`config.mk`:
```
export PLATFORM = sky130hd
export DESIGN_NAME = led_scanner_fade_debounce
export DESIGN_NICKNAME = d
export VERILOG_FILES = /design/src/hw/rtl/lsfd_pkg.sv /design/src/hw/rtl/led_scanner_fade_debounce.sv
export VERILOG_INCLUDE_DIRS = /design/src /design/src/hw/rtl
export SDC_FILE = /design/constraint.sdc
export NUM_CORES = 1
export LEC_CHECK = 0
export ABC_AREA = 1
export BUFFER_PORTS_ARGS = -buffer_cell sky130_fd_sc_hd__buf_2
export CAP_MARGIN = 20
export CORE_MARGIN = 2
export CORE_UTILIZATION = 25
export CTS_BUF_LIST = sky130_fd_sc_hd__clkbuf_16
export DETAILED_ROUTE_END_ITERATION = 10
export SETUP_SLACK_MARGIN = 0.1
export SYNTH_ARGS = -nofsm -noshare
export SYNTH_HDL_FRONTEND = slang
export SYNTH_SLANG_ARGS = --single-unit
export TNS_END_PERCENT = 20
```
`constraint.sdc`:
```
create_clock -name clk_i -period 5.42 [get_ports clk_i]
set_input_delay 0.542 -clock clk_i [delete_from_list [all_inputs] [get_ports clk_i]]
set_output_delay 0.542 -clock clk_i [all_outputs]
set_load 0.05 [all_outputs]
```
`src/hw/rtl/led_scanner_fade_debounce_assert.svh`:
```
// ----------------------------------------------------------------------------
// led_scanner_fade_debounce_assert.svh
// Assertion macros used by the LED scanner RTL.
// ----------------------------------------------------------------------------
`ifndef LED_SCANNER_FADE_DEBOUNCE_ASSERT_SVH
`define LED_SCANNER_FADE_DEBOUNCE_ASSERT_SVH

// Concurrent check, muted while reset is asserted.
`define LSFD_ASSERT(lbl, clk, rst_n, prop, msg) \
  lbl: assert property (@(posedge clk) disable iff (!rst_n) prop) else $error(msg);

// Concurrent check, also live during reset.
`define LSFD_ASSERT_ALWAYS(lbl, clk, prop, msg) \
  lbl: assert property (@(posedge clk) prop) else $error(msg);

`endif

```
`src/hw/rtl/lsfd_pkg.sv`:
```
// ----------------------------------------------------------------------------
// lsfd_pkg
// Types and constants for the LED scanner with fade and button debounce.
// ----------------------------------------------------------------------------
package lsfd_pkg;

  localparam int unsigned NumLeds   = 8;
  localparam int unsigned LitLevels = 5;
  localparam int unsigned LevelW    = 3;
  localparam int unsigned CountW    = 8;
  localparam int unsigned CfgW      = 8;
  localparam int unsigned CfgIdxW   = 1;

  // Register indexes
  localparam logic [CfgIdxW-1:0] CfgShiftPeriod = 1'd0;
  localparam logic [CfgIdxW-1:0] CfgDebounce    = 1'd1;

  // Register reset values
  localparam logic [CfgW-1:0] ShiftPeriodRst = 8'd25;
  localparam logic [CfgW-1:0] DebounceRst    = 8'd4;

  localparam logic [LevelW-1:0] LastPhase = LevelW'(LitLevels - 1);

  // One brightness slot: valid flag and level
  typedef struct packed {
    logic              valid;
    logic [LevelW-1:0] level;
  } slot_t;

  typedef slot_t [NumLeds-1:0] ring_t;

endpackage

```
`src/hw/rtl/led_scanner_fade_debounce.sv`:
```
// ----------------------------------------------------------------------------
// led_scanner_fade_debounce
// Sweeping LED bar with PWM fade tail, switch override and button debounce.
// ----------------------------------------------------------------------------
// Usage:
//   Each input word is one timer tick: button level, switch levels and a
//   debounce enable. Each accepted word yields exactly one output word with
//   the LED drive pattern and a one-tick debounce release event.
//   Both channels use valid/stall; a word moves when valid is high and stall
//   is low. Configuration (shift period, debounce threshold) is written
//   through cfg_we_i / cfg_index_i / cfg_wdata_i while the block is idle.
// Throughput:
//   The output word is registered. One word per cycle is sustained while
//   out_stall_i is low; ring, phase and debounce updates are all done by
//   the logic feeding the output register.
// Stall:
//   An output register plus one skid entry decouple the sides; input stall
//   rises only when both hold words.
// Reset:
//   Ring holds levels 0..4 in the first forward slots, counters are zero,
//   registers take their defaults and no output word is pending.
// ----------------------------------------------------------------------------
module led_scanner_fade_debounce (
  input  logic                              clk_i,
  input  logic                              rst_ni,
  // input words
  input  logic                              in_valid_i,
  output logic                              in_stall_o,
  input  logic                              button_pressed_i,
  input  logic [7:0]                        switches_i,
  input  logic                              debounce_enable_i,
  // output words
  output logic                              out_valid_o,
  input  logic                              out_stall_i,
  output logic [7:0]                        led_pattern_o,
  output logic                              debounce_event_o,
  // configuration
  input  logic                              cfg_we_i,
  input  logic [lsfd_pkg::CfgIdxW-1:0]      cfg_index_i,
  input  logic [lsfd_pkg::CfgW-1:0]         cfg_wdata_i
);

  `include "led_scanner_fade_debounce_assert.svh"

  // Configuration registers
  logic [lsfd_pkg::CfgW-1:0] shift_period_q;
  logic [lsfd_pkg::CfgW-1:0] debounce_ticks_q;

  always_ff @(posedge clk_i or negedge rst_ni) begin
    if (!rst_ni) begin
      shift_period_q   <= lsfd_pkg::ShiftPeriodRst;
      debounce_ticks_q <= lsfd_pkg::DebounceRst;
    end else if (cfg_we_i) begin
      unique case (cfg_index_i)
        lsfd_pkg::CfgShiftPeriod: shift_period_q   <= cfg_wdata_i;
        lsfd_pkg::CfgDebounce:    debounce_ticks_q <= cfg_wdata_i;
        default: ;
      endcase
    end
  end

  // Handshake
  logic in_accept;
  logic out_valid_q, skid_valid_q;
  assign in_stall_o = skid_valid_q;
  assign in_accept  = in_valid_i && !skid_valid_q;

  // Tick state
  lsfd_pkg::ring_t                  fwd_q, fwd_d, ret_q, ret_d;
  logic [lsfd_pkg::LevelW-1:0]      phase_q, phase_d;
  logic [lsfd_pkg::CountW-1:0]      shift_cnt_q, shift_cnt_d, shift_inc;
  logic [lsfd_pkg::CountW-1:0]      held_q, held_d;
  logic                             rotate;
  logic [7:0]                       res_leds;
  logic                             res_event;

  always_comb begin
    // PWM phase wraps at the number of lit levels
    phase_d = (phase_q == lsfd_pkg::LastPhase) ? '0 : phase_q + 1'b1;

    // Shift counter and ring rotation
    shift_inc   = shift_cnt_q + 1'b1;
    rotate      = (shift_inc >= shift_period_q);
    shift_cnt_d = rotate ? '0 : shift_inc;
    fwd_d       = fwd_q;
    ret_d       = ret_q;
    if (rotate) begin
      for (int i = 1; i < lsfd_pkg::NumLeds; i++) begin
        fwd_d[i]   = fwd_q[i-1];
        ret_d[i-1] = ret_q[i];
      end
      fwd_d[0]                    = ret_q[0];
      ret_d[lsfd_pkg::NumLeds-1]  = fwd_q[lsfd_pkg::NumLeds-1];
    end

    // Button debounce
    held_d    = held_q;
    res_event = 1'b0;
    if (debounce_enable_i) begin
      if (button_pressed_i) begin
        if (held_q != debounce_ticks_q) held_d = held_q + 1'b1;
      end else begin
        res_event = (held_q == debounce_ticks_q);
        held_d    = '0;
      end
    end

    // LED pattern from updated phase and ring, switches on top
    for (int i = 0; i < 8; i++) begin
      res_leds[i] = switches_i[i] ||
                    (fwd_d[i].valid && (fwd_d[i].level >= phase_d)) ||
                    (ret_d[i].valid && (ret_d[i].level >= phase_d));
    end
  end

  always_ff @(posedge clk_i or negedge rst_ni) begin
    if (!rst_ni) begin
      for (int i = 0; i < lsfd_pkg::NumLeds; i++) begin
        fwd_q[i].valid <= (i < lsfd_pkg::LitLevels);
        fwd_q[i].level <= (i < lsfd_pkg::LitLevels) ? lsfd_pkg::LevelW'(i) : '0;
        ret_q[i]       <= '0;
      end
      phase_q     <= '0;
      shift_cnt_q <= '0;
      held_q      <= '0;
    end else if (in_accept) begin
      fwd_q       <= fwd_d;
      ret_q       <= ret_d;
      phase_q     <= phase_d;
      shift_cnt_q <= shift_cnt_d;
      held_q      <= held_d;
    end
  end

  // Output register with one skid entry
  logic       out_pop, main_free;
  logic [7:0] out_leds_q, skid_leds_q;
  logic       out_event_q, skid_event_q;

  assign out_pop   = out_valid_q && !out_stall_i;
  assign main_free = !out_valid_q || out_pop;

  always_ff @(posedge clk_i or negedge rst_ni) begin
    if (!rst_ni) begin
      out_valid_q  <= 1'b0;
      skid_valid_q <= 1'b0;
    end else begin
      if (main_free) begin
        out_valid_q  <= skid_valid_q || in_accept;
        skid_valid_q <= 1'b0;
      end else if (in_accept) begin
        skid_valid_q <= 1'b1;
      end
    end
  end

  always_ff @(posedge clk_i) begin
    if (main_free) begin
      if (skid_valid_q) begin
        out_leds_q  <= skid_leds_q;
        out_event_q <= skid_event_q;
      end else if (in_accept) begin
        out_leds_q  <= res_leds;
        out_event_q <= res_event;
      end
    end else if (in_accept) begin
      skid_leds_q  <= res_leds;
      skid_event_q <= res_event;
    end
  end

  assign out_valid_o      = out_valid_q;
  assign led_pattern_o    = out_leds_q;
  assign debounce_event_o = out_event_q;

  // Valid flags of all slots, for checking
  logic [2*lsfd_pkg::NumLeds-1:0] slot_valid_vec;
  always_comb begin
    for (int i = 0; i < lsfd_pkg::NumLeds; i++) begin
      slot_valid_vec[i]                    = fwd_q[i].valid;
      slot_valid_vec[i+lsfd_pkg::NumLeds]  = ret_q[i].valid;
    end
  end

  // Assertions
  `LSFD_ASSERT_ALWAYS(a_skid_needs_main, clk_i, skid_valid_q |-> out_valid_q,
    "skid word present without output word")
  `LSFD_ASSERT(a_skid_fill, clk_i, rst_ni,
    $rose(skid_valid_q) |-> $past(out_valid_q && out_stall_i),
    "skid filled while output register was free")
  `LSFD_ASSERT(a_lit_slots, clk_i, rst_ni,
    $countones(slot_valid_vec) == lsfd_pkg::LitLevels,
    "ring rotation lost or duplicated a lit slot")
  `LSFD_ASSERT(a_phase_range, clk_i, rst_ni, phase_q <= lsfd_pkg::LastPhase,
    "PWM phase out of range")

endmodule

```
==> impl_metrics.yaml, run 1 <==
detailed_routing:
  drtPass1Iterations: 5
  vias: 5610
  drt_iter0_drc: 360
  drt-total-wl_um: 15200
  drc: 0
  viasPerCell: 4.42
  ant_nets: 0
  detail_route.wl_per_cell_um: 12.0
clock_tree:
  htree_levels: 4
  cts_tree: "yes"
  clock_path_buffers: 2
  clk_pin_slew_ns: 0.06
  post_cts_buffers: 0
  cts_hold_buf: 0
  cts_resized: 0
  numCtsBuffers: 17
  cts_sinks: 119
  clk_latency_ns: 0.42
  clockRootBuffer: "clkbuf_16"
sta:
  tightest_slew_ns: 0.936
  fin_crit_sh: 0.764
  setup_viol: 0
  period_minus_slack_ns: 4.14
  drv_slew: 0
  rsz0062_at_grt: "false"
  hold_violations: 0
  fmax_mhz: 241
  clock_skew_ns: 0.00922
  relSlewSlack: 0.374
  tns_ns: 0
die:
  rows: 61
  die-area_mm2: 0.0292
  io_pins: 35
  initial_core_util: 0.252
  core_area_mm2: 0.0276
  fp.dieW_um: 171
  die_h_um: 171
worst_setup_path:
  r2r_start: "shift_cnt_q[2]$_DFFE_PN0P_"
  setup.worst_path.class: "register to register"
  max_stage_delay_ns: 0.37
  crit_path_start_kind: "register"
  cpMostUsedCell: "nand2_1"
  r2r_setup_slack_ns: 1.28
  worst-path-max-fanout: 25
  r2r_cells: 21
  critPathArrivalTime_ns: 4.32
  path_cells: "inv_1 > nor3_1 > nand4_1 > nor2_1 > xor2_1 > inv_1 > ha_1 > nand2_1 > nor2_1 > nand2_2 > nand2_4 > buf_4 > nand2_1 > o21ai_2 > ha_1 > a21oi_1 > o211ai_1 > nand3_1 > nand3_1 > nand2_1 > nand2_1"
  worstSetupEndpointType: "register"
  r2r_end: "led_pattern_o[1]$_DFFE_PP_"
  slowest_stage: "dfrtp_1"
  crit_required_ns: 5.59
power:
  seqPwrFrac: 0.257
  switchingPower_mw: 2.16
  combinationalPowerShare: 0.484
  fin_total_pwr_mw: 5.15
  p_leak_nw: 3.80
  swShare: 0.420
  power_frac_clock: 0.259
  worst_ir_drop_vdd_v: 0.000250
  power_per_cell_area_mw_per_mm2: 628
  intPower_mw: 2.99
global_route:
  antenna_found_initial: 0
  grt_max_degree: 85
  first_global_vias: 5407
  grt_pass1_wl_um: 26200
  grt_usage: 0.113
  globalRouteOverflowTotal: 0
logic_synthesis:
  synth-seq-cells: 119
  synth_edf_count: 18
  seq_area_frac_synth: 0.444
  ys_warn_count: 0
  netlist_top_cells_area: "dfrtp_1 31%, nand2_1 12%, ha_1 11%"
  syn_nets: 931
  synth_area_leader_cell: "dfrtp_1"
  synth_cells: 847
  netlist_area_mm2: 0.00696
  synth-main-ff-cell: "dfrtp_1"
  synth_top_area_share: 0.313
  synthArstFlopShare: 0.849
  synth.distinct_cells: 33
  avgSynthCellArea_um2: 8.21
cells_and_area:
  num_antenna_cells: 0
  layout.cells.non_filler: 1269
  fin_nets: 962
  final_util: 0.298
  drive_above_1_share: 0.125
  syn_to_final_growth_pct: 17.9
  n_fill_cell: 2911
  post-route-cell-area_mm2: 0.00820
placed_design:
  place.gp.congestion: 0.780
  place_area_mm2: 0.00750
  dp_hpwl_um: 10400
  port_buffers: 34
  place_inst: 1236
status:
  status: "finished, final reports clean"
job:
  cap_violations: 0
worst_hold_path:
  holdCritPathClass: "input pin to async pin"
[Yosys cell counts, types with 16 or more instances]
library cell	number
ha_1	60
dfrtp_1	87
o21ai_1	49
o21ai_0	71
inv_1	101
nor2_1	20
nand2_1	220
o211ai_1	16
edfxtp_1	18
a21oi_1	19
nand3_1	81
[cell type report]
cell class,instances,area [um2],share of cell area
repair buffers,43,240,0.0293
inverters,105,394,0.0481
clock inverters,13,221,0.0270
flip-flops and latches,119,3090,0.376
clock buffers,19,475,0.0580
multi-input cells,592,3310,0.404
well taps,378,473,0.0577
[worst max-delay path, delay by kind of cell (launching register included)]
| family | cells | cell delay, ns |
|---|---|---|
| AOI/OAI and AO/OA | 3 | 0.38 |
| xor gates and xnor gates | 1 | 0.19 |
| adders and majority gates | 2 | 0.57 |
| buffers and inverters | 3 | 0.48 |
| DFF | 1 | 0.37 |
| and+or+nand+nor | 12 | 1.88 |
[worst max path at each step]
| stage | from | end | slack (ns) | cells past startpoint |
|---|---|---|---|---|
| CTS | shift_cnt_q[2]$_DFFE_PN0P_ | led_pattern_o[1]$_DFFE_PP_ | 1.29 | 21 |
| global route | shift_cnt_q[2]$_DFFE_PN0P_ | led_pattern_o[4]$_DFFE_PP_ | 0.75 | 21 |
| floorplan | shift_cnt_q[2]$_DFFE_PN0P_ | led_pattern_o[1]$_DFFE_PP_ | 2.00 | 21 |
| detailed placement | shift_cnt_q[2]$_DFFE_PN0P_ | led_pattern_o[1]$_DFFE_PP_ | 1.32 | 21 |
| finish | shift_cnt_q[2]$_DFFE_PN0P_ | led_pattern_o[1]$_DFFE_PP_ | 1.28 | 21 |
| global placement | shift_cnt_q[2]$_DFFE_PN0P_ | led_pattern_o[7]$_DFFE_PP_ | 1.39 | 21 |
[power groups by stage]
stage	registers (mW)	logic, mW	clock network, mW
finish	1.32	2.49	1.33
global route	1.35	2.88	1.40
CTS	1.32	2.51	1.36
detailed placement	1.33	2.48	0
global placement	1.33	2.42	0
floorplan	1.40	1.86	0
[state kept, by name (all words and copies together), names as in the netlist]
name              cells
phase_q               3
fwd_q                32
in_stall_o            1
out_valid_o           1
shift_cnt_q           8
held_q                8
skid_event_q          1
debounce_event_o      1
debounce_ticks_q      8
shift_period_q        8
ret_q                32
skid_leds_q           8
led_pattern_o         8
[routing by layer]
| metal | GRT usage | up-vias | part of all wire |
|---|---|---|---|
| met4 | 0.0372 | 0 | 0.011 |
| met1 | 0.150 | 2601 | 0.50 |
| met5 | 0 | - | 0 |
| met2 | 0.180 | 111 | 0.45 |
| met3 | 0.0257 | 21 | 0.040 |
| li1 | - | 2877 | - |
[layout by cell type, fill, tap and decap left out, types with 3 or more instances in the layout]
cell type    n
inv_1      102
o22ai_1      5
dfrtp_1     87
xor2_1      11
o21ai_2     15
nand3_1     81
o21ai_1     49
nor3_1       3
a21oi_1     19
clkbuf_16   19
xnor2_1      6
dfstp_2     14
o21ai_0     71
buf_2       33
inv_2        3
edfxtp_1    18
o211ai_1    16
nand2_1    220
bufinv_16    6
clkinv_1     3
ha_1        60
buf_4       10
nor2_1      20
or2_1        5
[through the flow]
| stage | worst slack [ns] | hold slack [ns] |
|---|---|---|
| after floorplan | 2.00 | 0.246 |
| after global placement | 1.39 | 0.462 |
| after detailed placement | 1.32 | 0.464 |
| after CTS | 1.29 | 0.171 |
| after global routing | 0.754 | 0.207 |
| final | 1.28 | 0.142 |
[cells by family (layout without fill, tap and decap cells)]
group / count (synthesis) / count (layout) / synth area share
fa+ha+maj: 60 / 60 / 0.108
simple gates: 339 / 339 / 0.205
compound gates: 176 / 176 / 0.142
buf+inv: 136 / 180 / 0.0804
xor+xnor: 17 / 17 / 0.0214
flops: 119 / 119 / 0.444
Power figures use the tool's default switching activity.
==> run 2, diff against run 1 <==
ABC_AREA = 0   (was 1)
clock period = 4.1 ns   (was 5.42 ns; I/O delays follow)
==> impl_metrics.yaml, run 2 <==
global_route:
  grt_pass1_wl_um: 22400
  globalRouteOverflowTotal: 0
  antenna_found_initial: 0
  first_global_vias: 4334
  grt_max_degree: 73
  grt_usage: 0.0985
placed_design:
  port_buffers: 34
  place.gp.congestion: 0.754
  dp_hpwl_um: 8850
  place_ws_ns: 0.00320
cells_and_area:
  top_regs: "fwd_q (32), ret_q (32)"
  syn_to_final_growth_pct: 24.3
  final_cell_mix: "89 x mux2_2, 86 x dfrtp_1, 51 x ha_1"
  fin_nets: 719
  final_common_cell: "mux2_2"
  drive_above_1_share: 0.407
  num_antenna_cells: 0
sta:
  hold_violations: 0
  fin_crit_sh: 0.957
  worst_slack_ns: 0.177
  setup_viol: 0
  tightest_slew_ns: 0.967
  tns_ns: 0
  rsz0062_at_grt: "true"
  period_minus_slack_ns: 3.92
  relSlewSlack: 0.354
  clock_skew_ns: 0.00628
  drv_slew: 0
  fmax_mhz: 255
clock_tree:
  clk_latency_ns: 0.42
  clockRootBuffer: "clkbuf_16"
  numCtsBuffers: 17
  cts_hold_buf: 0
  clock_path_buffers: 2
  htree_levels: 4
  cts_tree: "yes"
  cts_sinks: 119
  clk_pin_slew_ns: 0.06
logic_synthesis:
  synthArstFlopShare: 0.849
  synth_top_area_share: 0.320
  synth.most_common_cell: "mux2_2"
  synth_area_leader_cell: "dfrtp_1"
  seq_area_frac_synth: 0.453
  netlist_top_cells_area: "dfrtp_1 32%, mux2_2 15%, ha_1 11%"
  synth-main-ff-cell: "dfrtp_1"
  synth_edf_count: 18
  netlist_area_mm2: 0.00681
  avgSynthCellArea_um2: 11.8
  syn_nets: 660
  ys_warn_count: 0
  yosys-top-cells-count: "92 x mux2_2, 87 x dfrtp_1, 60 x ha_1"
  synth_cells: 576
  synth-seq-cells: 119
  synth.distinct_cells: 40
detailed_routing:
  viasPerCell: 4.47
  met1Wirelength_um: 7240
  drtPass1Iterations: 5
  drt_iter0_drc: 304
  vias: 4420
  drt-total-wl_um: 14200
  drc: 0
  detail_route.wl_per_cell_um: 14.3
  wl_met2_um: 6290
  met3_length_um: 466
  top_layer_used: "met4"
  ant_nets: 0
worst_setup_path:
  path_cells: "and3_4 > and3_4 > and3_4 > xor2_2 > ha_1 > a21oi_2 > o21ai_2 > a21oi_4 > buf_12 > buf_8 > buf_12 > mux2_2 > ha_1 > a21oi_2 > o21ai_2 > a22oi_1 > mux2i_1 > o31a_1"
  worst-path-max-fanout: 8
  path_delay_family: "compound AO/OA/AOI/OAI gates"
  worst-path-buf-inv: 3
  max_stage_delay_ns: 0.43
  critPathArrivalTime_ns: 4.09
  setup.worst_path.class: "register to register"
  crit_path_start_kind: "register"
  crit_required_ns: 4.26
  slowest_stage: "dfrtp_2"
  worstSetupEndpointType: "register"
  cpMostUsedCell: "and3_4"
die:
  rows: 60
  io_pins: 35
  die_h_um: 169
  initial_core_util: 0.254
  core_area_mm2: 0.0269
  die-area_mm2: 0.0286
  fp.dieW_um: 169
worst_hold_path:
  holdCritPathClass: "input pin to async pin"
power:
  fin_total_pwr_mw: 4.56
  power_per_cell_area_mw_per_mm2: 538
  p_leak_nw: 3.91
  worst_ir_drop_vdd_v: 0.000293
status:
  status: "finished, final reports clean"
job:
  cap_violations: 0
run 2: cell types whose count changed in the layout (fill, tap and decap cells not counted), sizes merged, moves of 24 or more:
cell / delta
mux2i: +24
nand3: -70
nand2: -171
inv: -92
mux2: +106
o21ai: -104
run 2: layout make-up:
class | instances | area, um2
clock buffers | 17 | 425
clock inverters | 15 | 121
fillers | 2695 | 18400
inverters | 12 | 45.0
multi-input cells | 427 | 3890
flip-flops and latches | 119 | 3090
well taps | 341 | 427
repair buffers | 58 | 474
run 2: routing by layer:
metal  GRT usage  vias to the layer above
met5           0                        -
met4      0.0353                        0
met3      0.0283                       12
met2       0.148                       64
met1       0.135                     2126
li1            -                     2218
run 2: per-stage QoR:
| step | std cells | hold slack (ns) | instance area [um2] | utilization |
|---|---|---|---|---|
| finish | 989 | 0.130 | 8470 | 0.315 |
| global route | 989 | 0.205 | 8470 | 0.315 |
| CTS | 977 | 0.179 | 8020 | 0.298 |
| detailed placement | 941 | 0.495 | 7410 | 0.276 |
| global placement | 941 | 0.497 | 7410 | 0.276 |
| floorplan | 576 | 0.114 | 6810 | - |
run 2: path summary, 6_finish.rpt:
kind	depth (start not counted)	startpoint	slack (ns)	to
hold reg to reg	2	shift_cnt_q[6]$_DFFE_PN0P_	0.51	shift_cnt_q[6]$_DFFE_PN0P_
setup reg to reg	18	shift_cnt_q[0]$_DFFE_PN0P_	0.18	led_pattern_o[4]$_DFFE_PP_
max in group asynchronous	2	rst_ni	2.95	fwd_q[12]$_DFFE_PN1P_
setup / recovery	18	shift_cnt_q[0]$_DFFE_PN0P_	0.18	led_pattern_o[4]$_DFFE_PP_
hold / removal	1	rst_ni	0.13	debounce_ticks_q[1]$_DFFE_PN0P_
min in group clk_i	3	cfg_wdata_i[3]	0.22	shift_period_q[3]$_DFFE_PN1P_
run 2: cells by family (layout without fill, tap and decap cells):
group	Yosys count	after routing	share of synthesized area
AO/OA/AOI/OAI	93	93	0.0845
flip-flops	119	119	0.453
multiplexers	130	130	0.211
buffers and inverters	30	102	0.0226
AND/OR/NAND/NOR	125	125	0.0946
XOR/XNOR	19	19	0.0244
adder cells (fa/ha/maj)	60	60	0.110
run 2: worst reg2reg max path: cells and delay by family, from the launching register on:
kind	cells	cell delay (ns)
muxes	2	0.45
DFF	1	0.43
and+or+nand+nor	3	0.54
adders and majority gates	2	0.66
buffers and inverters	3	0.40
xor gates and xnor gates	1	0.15
AOI/OAI and AO/OA	7	1.03
run 2: where the power goes:
| group | internal (mW) | total (mW) | switching (mW) | leakage [nW] |
|---|---|---|---|---|
| registers | 1.29 | 1.37 | 0.0763 | 1.49 |
| clock network | 0.871 | 1.39 | 0.523 | 0.272 |
| logic | 0.781 | 1.80 | 1.02 | 2.15 |
| total | 2.94 | 4.56 | 1.62 | 3.91 |
run 2: repair_timing:
| action | in CTS | in global routing |
|---|---|---|
| buffers inserted | 3 | 10 |
| cloned | 1 | 3 |
| pin swaps | 1 | 15 |
| setup endpoints to repair | 15 | 16 |
| resized for setup | 4 | 84 |
